==> src/rtl/b64enc_pkg.sv <==
package b64enc_pkg;

  localparam int SymW     = 6;
  localparam int CharW    = 7;
  localparam int MaxChars = 4;
  localparam int FifoDepth = 2;
  localparam int PtrW     = $clog2(FifoDepth);
  localparam int CntW     = $clog2(FifoDepth + 1);

  localparam logic [CharW-1:0] PAD_CHAR = 7'h3D;

  // Characters produced by one input item, emitted from index 0 upward.
  typedef struct packed {
    logic [MaxChars-1:0][CharW-1:0] chars;
    logic [1:0]                     last_idx;  // number of chars minus one
    logic                           last;      // item closes the message
  } b64_entry_t;

  function automatic logic [CharW-1:0] sym_char(input logic [SymW-1:0] sym);
    logic [CharW-1:0] s;
    logic [CharW-1:0] c;
    s = {1'b0, sym};
    if (sym < 6'd26) begin
      c = 7'h41 + s;
    end else if (sym < 6'd52) begin
      c = 7'h61 + s - 7'd26;
    end else if (sym < 6'd62) begin
      c = 7'h30 + s - 7'd52;
    end else if (sym == 6'd62) begin
      c = 7'h2B;
    end else begin
      c = 7'h2F;
    end
    return c;
  endfunction

endpackage

==> src/rtl/base64_stream_encoder.sv <==
// Base64 encoder (standard alphabet, '=' padded), one message byte per item.
// Input channel: in_tdata[7:0] is the byte, in_tlast marks the last byte of
// a message. Output channel: one ASCII character per item in out_tdata[6:0],
// out_tlast on the final character of the encoded message.
// The front stage turns each byte into one to four characters and writes them
// as one entry into a two-entry queue; the back stage sends the characters of
// the head entry one per cycle while out_tready allows, through a registered output.
// With the queue empty, a byte that is taken is written into the queue, and
// its first character then goes through the output register to the port.
// The output port carries one character per cycle while out_tready is high,
// so the single output port limits how fast bytes go through. in_tready
// drops only when the queue is full.
// When out_tready is low the output holds its character; the front keeps
// taking bytes until the queue fills.
// Reset (rst_n low, synchronous) empties the queue, drops out_tvalid and
// clears the pending bits, so the next byte starts a new message.
module base64_stream_encoder
  import b64enc_pkg::*;
(
  input  logic       clk,
  input  logic       rst_n,
  input  logic       in_tvalid,
  output logic       in_tready,
  input  logic [7:0] in_tdata,   // [7:0] data_byte
  input  logic       in_tlast,   // end_of_message
  output logic       out_tvalid,
  input  logic       out_tready,
  output logic [7:0] out_tdata,  // [6:0] out_char, [7] zero
  output logic       out_tlast   // last_char
);

  b64_entry_t       new_entry;
  b64_entry_t       head;
  logic             take;
  logic             full;
  logic             empty;
  logic             pop;
  logic [CharW-1:0] out_char;

  assign in_tready = !full;
  assign take      = in_tvalid && !full;
  assign out_tdata = {1'b0, out_char};

  b64enc_front u_front (
    .clk            (clk),
    .rst_n          (rst_n),
    .take           (take),
    .data_byte      (in_tdata),
    .end_of_message (in_tlast),
    .entry          (new_entry)
  );

  b64enc_fifo u_fifo (
    .clk        (clk),
    .rst_n      (rst_n),
    .push       (take),
    .push_entry (new_entry),
    .full       (full),
    .pop        (pop),
    .head       (head),
    .empty      (empty)
  );

  b64enc_back u_back (
    .clk       (clk),
    .rst_n     (rst_n),
    .head      (head),
    .empty     (empty),
    .pop       (pop),
    .out_valid (out_tvalid),
    .out_ready (out_tready),
    .out_char  (out_char),
    .out_last  (out_tlast)
  );

endmodule

==> src/rtl/b64enc_front.sv <==
module b64enc_front
  import b64enc_pkg::*;
(
  input  logic       clk,
  input  logic       rst_n,
  input  logic       take,
  input  logic [7:0] data_byte,
  input  logic       end_of_message,
  output b64_entry_t entry
);

  localparam logic [1:0] LO_0 = 2'd0;
  localparam logic [1:0] LO_2 = 2'd1;
  localparam logic [1:0] LO_4 = 2'd2;

  logic [3:0]  bits_r, bits_nxt;
  logic [1:0]  cnt_r, cnt_nxt;
  logic [9:0]  acc10;
  logic [11:0] acc12;
  logic [3:0]  rem_bits;
  logic [1:0]  rem_cnt;

  assign acc10 = {bits_r[1:0], data_byte};
  assign acc12 = {bits_r, data_byte};

  always_comb begin
    entry.chars    = '0;
    entry.last_idx = 2'd0;
    entry.last     = end_of_message;
    unique case (cnt_r)
      LO_0: begin
        entry.chars[0] = sym_char(data_byte[7:2]);
        rem_bits       = {2'b00, data_byte[1:0]};
        rem_cnt        = LO_2;
      end
      LO_2: begin
        entry.chars[0] = sym_char(acc10[9:4]);
        rem_bits       = acc10[3:0];
        rem_cnt        = LO_4;
      end
      default: begin
        entry.chars[0] = sym_char(acc12[11:6]);
        entry.chars[1] = sym_char(acc12[5:0]);
        entry.last_idx = 2'd1;
        rem_bits       = 4'd0;
        rem_cnt        = LO_0;
      end
    endcase

    bits_nxt = rem_bits;
    cnt_nxt  = rem_cnt;
    if (end_of_message) begin
      // tail symbol zero-extended on the right, then '=' padding
      if (rem_cnt == LO_2) begin
        entry.chars[1] = sym_char({rem_bits[1:0], 4'b0000});
        entry.chars[2] = PAD_CHAR;
        entry.chars[3] = PAD_CHAR;
        entry.last_idx = 2'd3;
      end else if (rem_cnt == LO_4) begin
        entry.chars[1] = sym_char({rem_bits, 2'b00});
        entry.chars[2] = PAD_CHAR;
        entry.last_idx = 2'd2;
      end
      bits_nxt = 4'd0;
      cnt_nxt  = LO_0;
    end
  end

  always_ff @(posedge clk) begin
    if (!rst_n) begin
      bits_r <= 4'd0;
      cnt_r  <= LO_0;
    end else if (take) begin
      bits_r <= bits_nxt;
      cnt_r  <= cnt_nxt;
    end
  end

endmodule

==> src/rtl/b64enc_fifo.sv <==
module b64enc_fifo
  import b64enc_pkg::*;
(
  input  logic       clk,
  input  logic       rst_n,
  input  logic       push,
  input  b64_entry_t push_entry,
  output logic       full,
  input  logic       pop,
  output b64_entry_t head,
  output logic       empty
);

  b64_entry_t          mem_r [FifoDepth];
  logic [PtrW-1:0]     wr_ptr_r, rd_ptr_r;
  logic [CntW-1:0]     cnt_r;

  assign full  = (cnt_r == CntW'(FifoDepth));
  assign empty = (cnt_r == '0);
  assign head  = mem_r[rd_ptr_r];

  always_ff @(posedge clk) begin
    if (push) begin
      mem_r[wr_ptr_r] <= push_entry;
    end
  end

  always_ff @(posedge clk) begin
    if (!rst_n) begin
      wr_ptr_r <= '0;
      rd_ptr_r <= '0;
      cnt_r    <= '0;
    end else begin
      if (push) begin
        wr_ptr_r <= (wr_ptr_r == PtrW'(FifoDepth - 1)) ? '0 : wr_ptr_r + 1'b1;
      end
      if (pop) begin
        rd_ptr_r <= (rd_ptr_r == PtrW'(FifoDepth - 1)) ? '0 : rd_ptr_r + 1'b1;
      end
      if (push && !pop) begin
        cnt_r <= cnt_r + 1'b1;
      end else if (pop && !push) begin
        cnt_r <= cnt_r - 1'b1;
      end
    end
  end

endmodule

==> src/rtl/b64enc_back.sv <==
module b64enc_back
  import b64enc_pkg::*;
(
  input  logic             clk,
  input  logic             rst_n,
  input  b64_entry_t       head,
  input  logic             empty,
  output logic             pop,
  output logic             out_valid,
  input  logic             out_ready,
  output logic [CharW-1:0] out_char,
  output logic             out_last
);

  logic [1:0]       idx_r;
  logic             valid_r;
  logic [CharW-1:0] char_r;
  logic             last_r;
  logic             emit;
  logic             final_char;

  assign emit       = !empty && (!valid_r || out_ready);
  assign final_char = (idx_r == head.last_idx);
  assign pop        = emit && final_char;

  assign out_valid = valid_r;
  assign out_char  = char_r;
  assign out_last  = last_r;

  always_ff @(posedge clk) begin
    if (!rst_n) begin
      idx_r   <= 2'd0;
      valid_r <= 1'b0;
    end else begin
      if (emit) begin
        valid_r <= 1'b1;
        idx_r   <= final_char ? 2'd0 : idx_r + 2'd1;
      end else if (out_ready) begin
        valid_r <= 1'b0;
      end
    end
  end

  always_ff @(posedge clk) begin
    if (emit) begin
      char_r <= head.chars[idx_r];
      last_r <= head.last && final_char;
    end
  end

endmodule

==> config.mk <==
export PLATFORM = sky130hd
export DESIGN_NAME = base64_stream_encoder
export DESIGN_NICKNAME = d
export VERILOG_FILES = /design/src/rtl/b64enc_pkg.sv /design/src/rtl/base64_stream_encoder.sv /design/src/rtl/b64enc_front.sv /design/src/rtl/b64enc_fifo.sv /design/src/rtl/b64enc_back.sv
export SDC_FILE = /design/constraint.sdc
export NUM_CORES = 1
export LEC_CHECK = 0
export BUFFER_PORTS_ARGS = -buffer_cell sky130_fd_sc_hd__buf_2
export CAP_MARGIN = 20
export CORE_MARGIN = 4
export CORE_UTILIZATION = 60
export DETAILED_ROUTE_END_ITERATION = 6
export PLACE_DENSITY_LB_ADDON = 0.15
export SLEW_MARGIN = 10
export SYNTH_ARGS = -nofsm -noshare
export SYNTH_HDL_FRONTEND = slang
export SYNTH_SLANG_ARGS = --single-unit
export TNS_END_PERCENT = 30
==> constraint.sdc <==
create_clock -name clk -period 2.7 [get_ports clk]
set_input_delay 0.27 -clock clk [delete_from_list [all_inputs] [get_ports clk]]
set_output_delay 0.27 -clock clk [all_outputs]
set_load 0.05 [all_outputs]
After elaboration in Yosys (flattened, before gate mapping)
Memory sizes are Yosys's and may differ from the RTL's. A register that Yosys moved wholly into a read port is not among the register bits.
Index checks and enable logic that the tools add are counted.

word-level totals
  register bits after elaboration = 21
  bits in writable memories = 62
  bits of input ports = 13
  output and inout port bits = 11
  memories = 1

operators by class
  $add $sub $neg = 35
  order comparisons = 19
  equal/unequal tests = 9
  mux-type cells = 49
  reductions and logical operators = 17

memory list
  name          words  width  read ports  clocked after Yosys merged registers in  wr ports  RTL line           RTL
  u_fifo.mem_r  2      31     1           1                                        1         b64enc_fifo.sv:14  b64_entry_t mem_r [FifoDepth];

operators with widths
  cell                                                  count
  2-to-1 mux 7 bit                                      20
  adder 7 x 6 -> 7 bit (first input constant)           12
  < comparator 6 bit (second input constant)            12
  adder 6 x 6 -> 7 bit (first input constant)           6
  subtractor 7 x 5 -> 7 bit (second input constant)     6
  subtractor 7 x 6 -> 7 bit (second input constant)     6
  < comparator 6 x 5 -> 1 bit (second input constant)   6
  equality test 6 bit (second input constant)           4
  2-to-1 mux 21 bit                                     1
  binary-select mux 7 bit (select 2 bit)                1
  2-to-1 mux 14 bit                                     1
  2-to-1 mux 2 bit                                      7
  case mux 7 bit (2 select lines)                       1
  2-to-1 mux 13 bit                                     1
  2-to-1 mux 3 bit                                      4
  2-to-1 mux 1 bit                                      9
  case mux 4 bit (2 select lines)                       1
  logical AND 1 bit                                     6
  2-to-1 mux 6 bit                                      1
  logical NOT 1 bit                                     5
  adder 2 x 1 -> 2 bit (second input constant)          2
  equality test 2 x 1 -> 1 bit (second input constant)  2
  equality test 2 bit (second input constant)           2
  logical NOT 2 bit                                     2
  9 further kinds                                       11

Depth between registers and ports, before layout
Gate-level depths: netlist (run 1).

  depth after elaboration = 10
  depth in mapped cells = 10
  mapped depth without buffers = 9

Hierarchy
From an unflattened synthesis (run 1), not the netlist that was laid out.

second synthesis, totals
  cell total of the unflattened synthesis = 495
  area, all modules = 5317.6 um2

by module, submodules not included
  module                 instances  cells an instance  area each (um2)  seq. area each (um2)
  b64enc_fifo            1          118                2444.8           1961.9
  b64enc_front           1          334                2244.7           120.1
  b64enc_back            1          39                 606.8            300.3
  base64_stream_encoder  1          4                  21.3             0.0

Worst setup path before layout (run 1)
Ideal clock, no wire load.

  path type = reg-to-reg
  from = register u_fifo.cnt_r[0]
  to = memory u_fifo.mem_r[0][0] in the netlist's numbering (enable)
  data arrival time = 2082 ps
  required time = 2306 ps
  path slack = 224 ps
  cell stages (with the launch flop) = 5
  cell sequence = dfxtp_1 nand2b_1 nand2_1 clkbuf_1 nor2_1

on the way
  word-level cells in the longest chain between the ends = 5

ends and longest elaborated chain
  item                                    RTL line                     RTL
  from (decl)                             b64enc_fifo.sv:16            logic [CntW-1:0] cnt_r;
  from (signal assigned)                  b64enc_fifo.sv:41            cnt_r <= cnt_r + 1'b1;
  from (signal assigned)                  b64enc_fifo.sv:43            cnt_r <= cnt_r - 1'b1;
  equality test 2 bit                     b64enc_fifo.sv:18            assign full = (cnt_r == CntW'(FifoDepth));
  logical NOT 1 bit                       n/a
  named net in_tready                     base64_stream_encoder.sv:23  output logic in_tready,
  logical AND 1 bit                       base64_stream_encoder.sv:41  assign take = in_tvalid && !full;
  2-to-1 mux 1 bit                        b64enc_fifo.sv:23            if (push) begin
  2-to-1 mux 1 bit (not written as such)  b64enc_fifo.sv:24            mem_r[wr_ptr_r] <= push_entry;
  to (decl)                               b64enc_fifo.sv:14

The timed path passes the listed nets, and every way through them passes these cells.

==> results of run 1 <==
==> sequential cells by signal (all words and copies together), names as in the netlist, named ones only <==
register          cells
u_back.idx_r          2
u_back.out_last       1
u_back.out_valid      1
u_front.cnt_r         2
u_fifo.mem_r         36
u_fifo.cnt_r          2
u_front.bits_r        4
u_fifo.wr_ptr_r       1
u_fifo.rd_ptr_r       1
u_back.out_char       7
==> worst max path at each step <==
stage	slack, ns	depth (start not counted)	startpoint	to
floorplan	0.22	4	u_fifo.cnt_r[0]	u_fifo.mem_r[0][0]
global placement	0.32	8	in_tdata[2]	u_fifo.mem_r[0][14]
detailed placement	0.26	8	in_tdata[2]	u_fifo.mem_r[0][14]
CTS	0.38	6	flop	u_fifo.cnt_r[1]
global route	0.15	7	u_front.bits_r[0]	u_fifo.mem_r[0][4]
finish	0.36	7	u_front.bits_r[0]	u_fifo.mem_r[0][4]
==> synth_stat cells (all sizes together), types with 6 or more instances <==
cell type / number / area share, %
or3: 6 / 1.0
nand2: 34 / 3.1
edfxtp: 44 / 32
nand3: 20 / 2.4
and3: 7 / 1.1
nor2: 20 / 1.8
and2: 6 / 0.91
a31oi: 6 / 0.91
mux4: 7 / 3.8
mux2i: 8 / 2.2
inv: 28 / 2.5
ha: 22 / 6.7
xnor2: 14 / 3.0
o21ai: 26 / 3.2
dfxtp: 14 / 6.8
clkbuf: 9 / 0.82
nor3: 12 / 1.5
nor2b: 17 / 2.6
buf: 21 / 3.3
nand2b: 7 / 1.1
a21oi: 25 / 3.3
a21o: 9 / 1.6
o211ai: 7 / 1.3
a211oi: 8 / 1.5
==> final cells by class <==
| cell class | count | area [µm²] |
|---|---|---|
| multi-input combinational | 319 | 2247 |
| tap | 77 | 96.34 |
| fill | 476 | 2023 |
| timing repair buffer | 40 | 245.2 |
| clock inverter | 5 | 45.04 |
| clock buffer | 11 | 131.4 |
| sequential | 58 | 1602 |
| inverter | 28 | 105.1 |
==> through the flow <==
stage	setup WS, ns	power [mW]	utilization, %	hold WS [ns]	area (µm²)
2_1_floorplan	0.2242	2.274	-	0.3689	4125
3_3_place_gp	0.3174	2.536	66.13	0.5159	4295
3_5_place_dp	0.2623	2.560	66.13	0.5283	4295
4_1_cts	0.3756	3.291	68.85	0.2775	4472
5_1_grt	0.1496	3.459	68.85	0.2951	4472
6_report	0.3551	3.280	68.85	0.2886	4472
==> worst max-delay path, cell delays in order, from the launching register on <==
cell,delay [ns]
dfxtp_1,0.50
inv_1,0.14
ha_1,0.25
nand3b_1,0.34
and3_1,0.29
o31a_1,0.27
a211oi_1,0.25
buf_4,0.18
==> per-layer routing <==
metal	wire length, µm	GRT usage [%]
met1	4149	32.91
met2	4674	37.86
met3	565	3.000
met4	264	9.799
met5	0	0
==> power breakdown <==
| group | total, mW | switching [mW] | internal, mW |
|---|---|---|---|
| clock | 0.725 | 0.311 | 0.414 |
| sequential | 1.33 | 0.109 | 1.22 |
| combinational | 1.22 | 0.778 | 0.445 |
==> kinds of logic after synthesis <==
| family | Yosys count |
|---|---|
| XOR/XNOR | 18 |
| flip-flops | 58 |
| buffers and inverters | 58 |
| multiplexers | 18 |
| adder cells (fa/ha/maj) | 22 |
| AO/OA/AOI/OAI | 118 |
| AND/OR/NAND/NOR | 142 |
| other | 1 |
==> reports/summary.txt, run 1 <==
outcome = finished clean
mux share of post-synthesis cell area = 6.885%
crit share post-route = 86.85%
post-synthesis cell type count = 62
starting density of the core = 63.51%
most frequent cells in the layout = 44 x edfxtp_1, 34 x nand2_1, 26 x inv_1
Synth Warn # = 0
vias = 3,433
post-route setup TNS = 0 ns
I/O Pins = 24
min cycle time layout = 2.345 ns
TritonCTS clock tree = yes
register area share after synthesis = 38.82%
Adder-Cell Fraction of Synth Area = 6.673%
# Max-Cap Violations = 0
Detail Route Antenna Nets = 0
Async SR Flop Fraction = 0%
gr ovfl total = 0
crit path DAT = 2.54 ns
post-DR vias/cell = 6.381
antenna violations before repair = 0
Synth Register Bits = 58
DP HPWL = 7.168 mm
Leak = 1.718 nW
Die H = 90.92 µm
DR pass1 iterations = 6
vias in the first global route = 3,175
worst r2r path cells = 7
proportion of layout cells with a drive suffix above 1 = 14.75%
Hold-fix buffers, CTS = 0
Slew Limit Headroom = 64.18%
Synth Area in Simple Gates = 17.53%
min-delay worst type = in -> reg
Setup Crit Path Kind = reg -> reg
maximum vdd drop = 0.0003191 V
die width = 90.92 µm
die area = 0.008266 mm²
placed cells = 522
Mapped Nets = 470
clock transition at the registers of the reported paths = 0.06 ns
Crit Path Max Fanout = 10
CP endpoint kind = flop
post-synthesis compound-gate area fraction = 19.47%
Root Buffer = clkbuf_8
startpoint types = flop
RSZ-0062 raised after global routing = no
Final Hold Violating Endpoints = 0
R2R Path Start = u_front.bits_r[0]
mapped cell area = 0.004125 mm²
DR iter-0 viols = 181
post-cts sizing count = 0
diode count = 0
Top FF cell, synth = edfxtp_1
average size of a mapped cell = 9.483 µm²
residual DRC count = 0
fmax = 0.4264 GHz
Final setup viols = 0
Syn Inst Count = 435
Tot GR Track Use = 23.76%
commonest non-fill, non-tap cell in the layout = edfxtp_1
HP Start = rst_n
final wirelength = 9.654 mm
Tightest Pin Transition = 0.5353 ns
r2r setup slk = 0.36 ns
max-slew violations = 0
Post-Synth XOR/XNOR Area = 3.822%
I/O Buffers = 22
row count = 29
setup bufs post-CTS = 0
area grow syn2layout = 8.402%
WP data required = 2.90 ns
number of flops mapped to enable cells by yosys = 44
Clock Skews = 0.006826 ns
first-pass GRT wire length = 15.91 mm
core area = 0.006495 mm²
Num Clock Sinks = 58
Final Instance Count excl. Fillers = 538
largest family of logic cells by synthesized area = compound AO/OA/AOI/OAI gates
PD cells = 733.4 mW/mm²
Worst-Skew Late Latency = 0.32 ns
GP Congestion = 0.9086
Hold Path End = u_back.out_valid
clock tree buffer depth = 2
post-layout net count = 491
Worst R2R End = u_fifo.mem_r[0][4]
Hold Crit Depth = 2
CTS H-Tree Depth = 3
largest net degree at the start of global routing = 23
Routed WL per cell = 17.94 µm
Inserted Clock Buffers = 9
(Power assumes the default switching activity.)
==> run 2: changes to the inputs <==
--- a/config.mk
+++ b/config.mk
@@ -7,8 +7,10 @@
 export LEC_CHECK = 0
 export BUFFER_PORTS_ARGS = -buffer_cell sky130_fd_sc_hd__buf_2
 export CAP_MARGIN = 20
+export CELL_PAD_IN_SITES_DETAIL_PLACEMENT = 0
+export CELL_PAD_IN_SITES_GLOBAL_PLACEMENT = 2
 export CORE_MARGIN = 4
-export CORE_UTILIZATION = 60
+export CORE_UTILIZATION = 39
 export DETAILED_ROUTE_END_ITERATION = 6
 export PLACE_DENSITY_LB_ADDON = 0.15
 export SLEW_MARGIN = 10
==> run 2 against run 1 <==
Compared with the run above:
- combinational power about the same
- total power up 3.8%
- non-clock buffer count rose by 10
- clock power is 15% higher
- maximum frequency up 0.30%
- final cell count is 13% higher
- critical endpoint is now u_fifo.mem_r[0][3]
- largest cell class unchanged
- largest power group unchanged
==> reports/summary.txt, run 2 (synthesized netlist as in run 1, its figures left out) <==
post-layout net count = 501 (+2.0%)
fmax = 0.4277 GHz (+0.30%)
vias = 3,406 (-0.79%)
gr ovfl total = 0 (unchanged)
maximum vdd drop = 0.0005645 V (+77%)
first-pass GRT wire length = 18.04 mm (+13%)
Final Instance Count excl. Fillers = 607 (+13%)
Multi-input gate area = 0.002247 mm² (unchanged)
crit share post-route = 86.59% (-0.26 points)
area grow syn2layout = 12.77%
Die H = 110.8 µm (+22%)
starting density of the core = 39.96% (-24 points)
PD cells = 732.1 mW/mm² (-0.17%)
Register Area = 0.001602 mm² (unchanged)
most frequent cells in the layout = 44 x edfxtp_1, 34 x nand2_1, 28 x buf_4
worst r2r path cells = 8 (+1)
startpoint types = input port
Clock Skews = 0.006252 ns (-0.0005737 ns)
min-delay worst type = in -> reg
Tot GR Track Use = 18.15% (-5.6 points)
core area = 0.01032 mm² (+59%)
post-cts sizing count = 0 (unchanged)
I/O Buffers = 22 (unchanged)
CTS H-Tree Depth = 3 (unchanged)
placed cells = 591 (+13%)
row count = 37 (+28%)
final setup margin = 0.3621 ns (+0.007055 ns)
DR iter-0 viols = 216 (+19%)
Setup Crit Path Kind = in -> reg
largest net degree at the start of global routing = 23 (unchanged)
Hold Crit Depth = 2 (unchanged)
post-route cell area = 0.004652 mm² (+4.0%)
clock transition at the registers of the reported paths = 0.07 ns (about the same)
final wirelength = 10.77 mm (+12%)
pre-CTS WS = 0.1456 ns (-0.1167 ns)
DR pass1 iterations = 5 (-1)
Routed WL per cell = 17.74 µm (-1.1%)
RSZ-0062 raised after global routing = no
hold slack final = 0.2772 ns (-0.01142 ns)
Worst-Skew Late Latency = 0.33 ns (about the same)
HP Start = rst_n
WP data required = 2.73 ns (-0.17 ns)
GP Congestion = 0.8740 (-3.8%)
Crit Path Max Fanout = 10 (unchanged)
Largest register FFs = 36 (unchanged)
Num Clock Sinks = 58 (unchanged)
die area = 0.01229 mm² (+49%)
r2r setup slk = 0.47 ns (+0.11 ns)
vias in the first global route = 3,373 (+6.2%)
post-route setup TNS = 0 ns (unchanged)
Final Hold Violating Endpoints = 0 (unchanged)
diode count = 0 (unchanged)
min cycle time layout = 2.338 ns (-0.007055 ns)
TritonCTS clock tree = yes
Fill cells = 1,008 (+110%)
proportion of layout cells with a drive suffix above 1 = 17.20% (+2.4 points)
Slew Limit Headroom = 57.15% (-7.0 points)
Hold-fix buffers, CTS = 0 (unchanged)
max-slew violations = 0 (unchanged)
Leak = 1.782 nW (+3.7%)
Hold Path End = u_fifo.wr_ptr_r
Tightest Pin Transition = 0.6346 ns (+0.09930 ns)
Final setup viols = 0 (unchanged)
outcome = finished clean
I/O Pins = 24 (unchanged)
most flop-heavy register = u_fifo.mem_r
post-DR vias/cell = 5.611 (-12%)
setup bufs post-CTS = 0 (unchanged)
Design Power = 3.406 mW (+3.8%)
crit path DAT = 2.37 ns (-0.17 ns)
R2R Path Start = u_front.bits_r[0]
Final Util = 45.06% (-24 points)
Worst R2R End = u_fifo.mem_r[0][6]
Placed Area = 0.004444 mm² (+3.5%)
Root Buffer = clkbuf_8
# Max-Cap Violations = 0 (unchanged)
clock tree buffer depth = 2 (unchanged)
Detail Route Antenna Nets = 0 (unchanged)
Inserted Clock Buffers = 9 (unchanged)
residual DRC count = 0 (unchanged)
commonest non-fill, non-tap cell in the layout = edfxtp_1
CP endpoint kind = flop
DP HPWL = 8.272 mm (+15%)
antenna violations before repair = 0 (unchanged)
die width = 110.8 µm (+22%)
## run 2: area by class of cell
class | count | area share [%]
Multi-Input combinational cell | 319 | 48.31
Sequential cell | 58 | 34.43
Timing Repair Buffer | 50 | 6.885
Tap cell | 136 | 3.658
Clock buffer | 9 | 2.663
Inverter | 28 | 2.259
Clock inverter | 7 | 1.802
## run 2: worst max-delay path, cell delays in order
cell	delay, ns
buf_2	0.18
ha_1	0.46
nor2b_1	0.47
nand2_1	0.18
o311ai_0	0.58
nand3_1	0.23
## run 2: how the worst max path moves through the flow
stage | from | endpoint | slack [ns] | cells past startpoint
finish | in_tdata[7] | u_fifo.mem_r[0][3] | 0.36 | 6
global route | in_tdata[7] | u_fifo.mem_r[0][3] | 0.17 | 6
CTS | flop | u_fifo.cnt_r[1] | 0.49 | 7
detailed placement | in_tdata[7] | u_fifo.mem_r[1][3] | 0.15 | 6
global placement | in_tdata[7] | u_fifo.mem_r[0][3] | 0.05 | 6
floorplan | u_fifo.cnt_r[0] | u_fifo.mem_r[0][0] | 0.22 | 4
## run 2: per-layer routing
| metal | GRT usage [%] | part of all wire [%] | up-vias | routed length (µm) |
|---|---|---|---|---|
| met1 | 24.09 | 45 | 1630 | 4815 |
| met2 | 30.62 | 49 | 97 | 5261 |
| met3 | 2.020 | 4.1 | 15 | 440 |
| met4 | 6.486 | 2.3 | 0 | 250 |
| met5 | 0 | 0 | - | 0 |
| li1 | - | - | 1664 | - |
## run 2: power by group
group	internal [mW]	total, mW	switching, mW
logic	0.463	1.25	0.786
clock network	0.508	0.832	0.324
registers	1.22	1.33	0.102
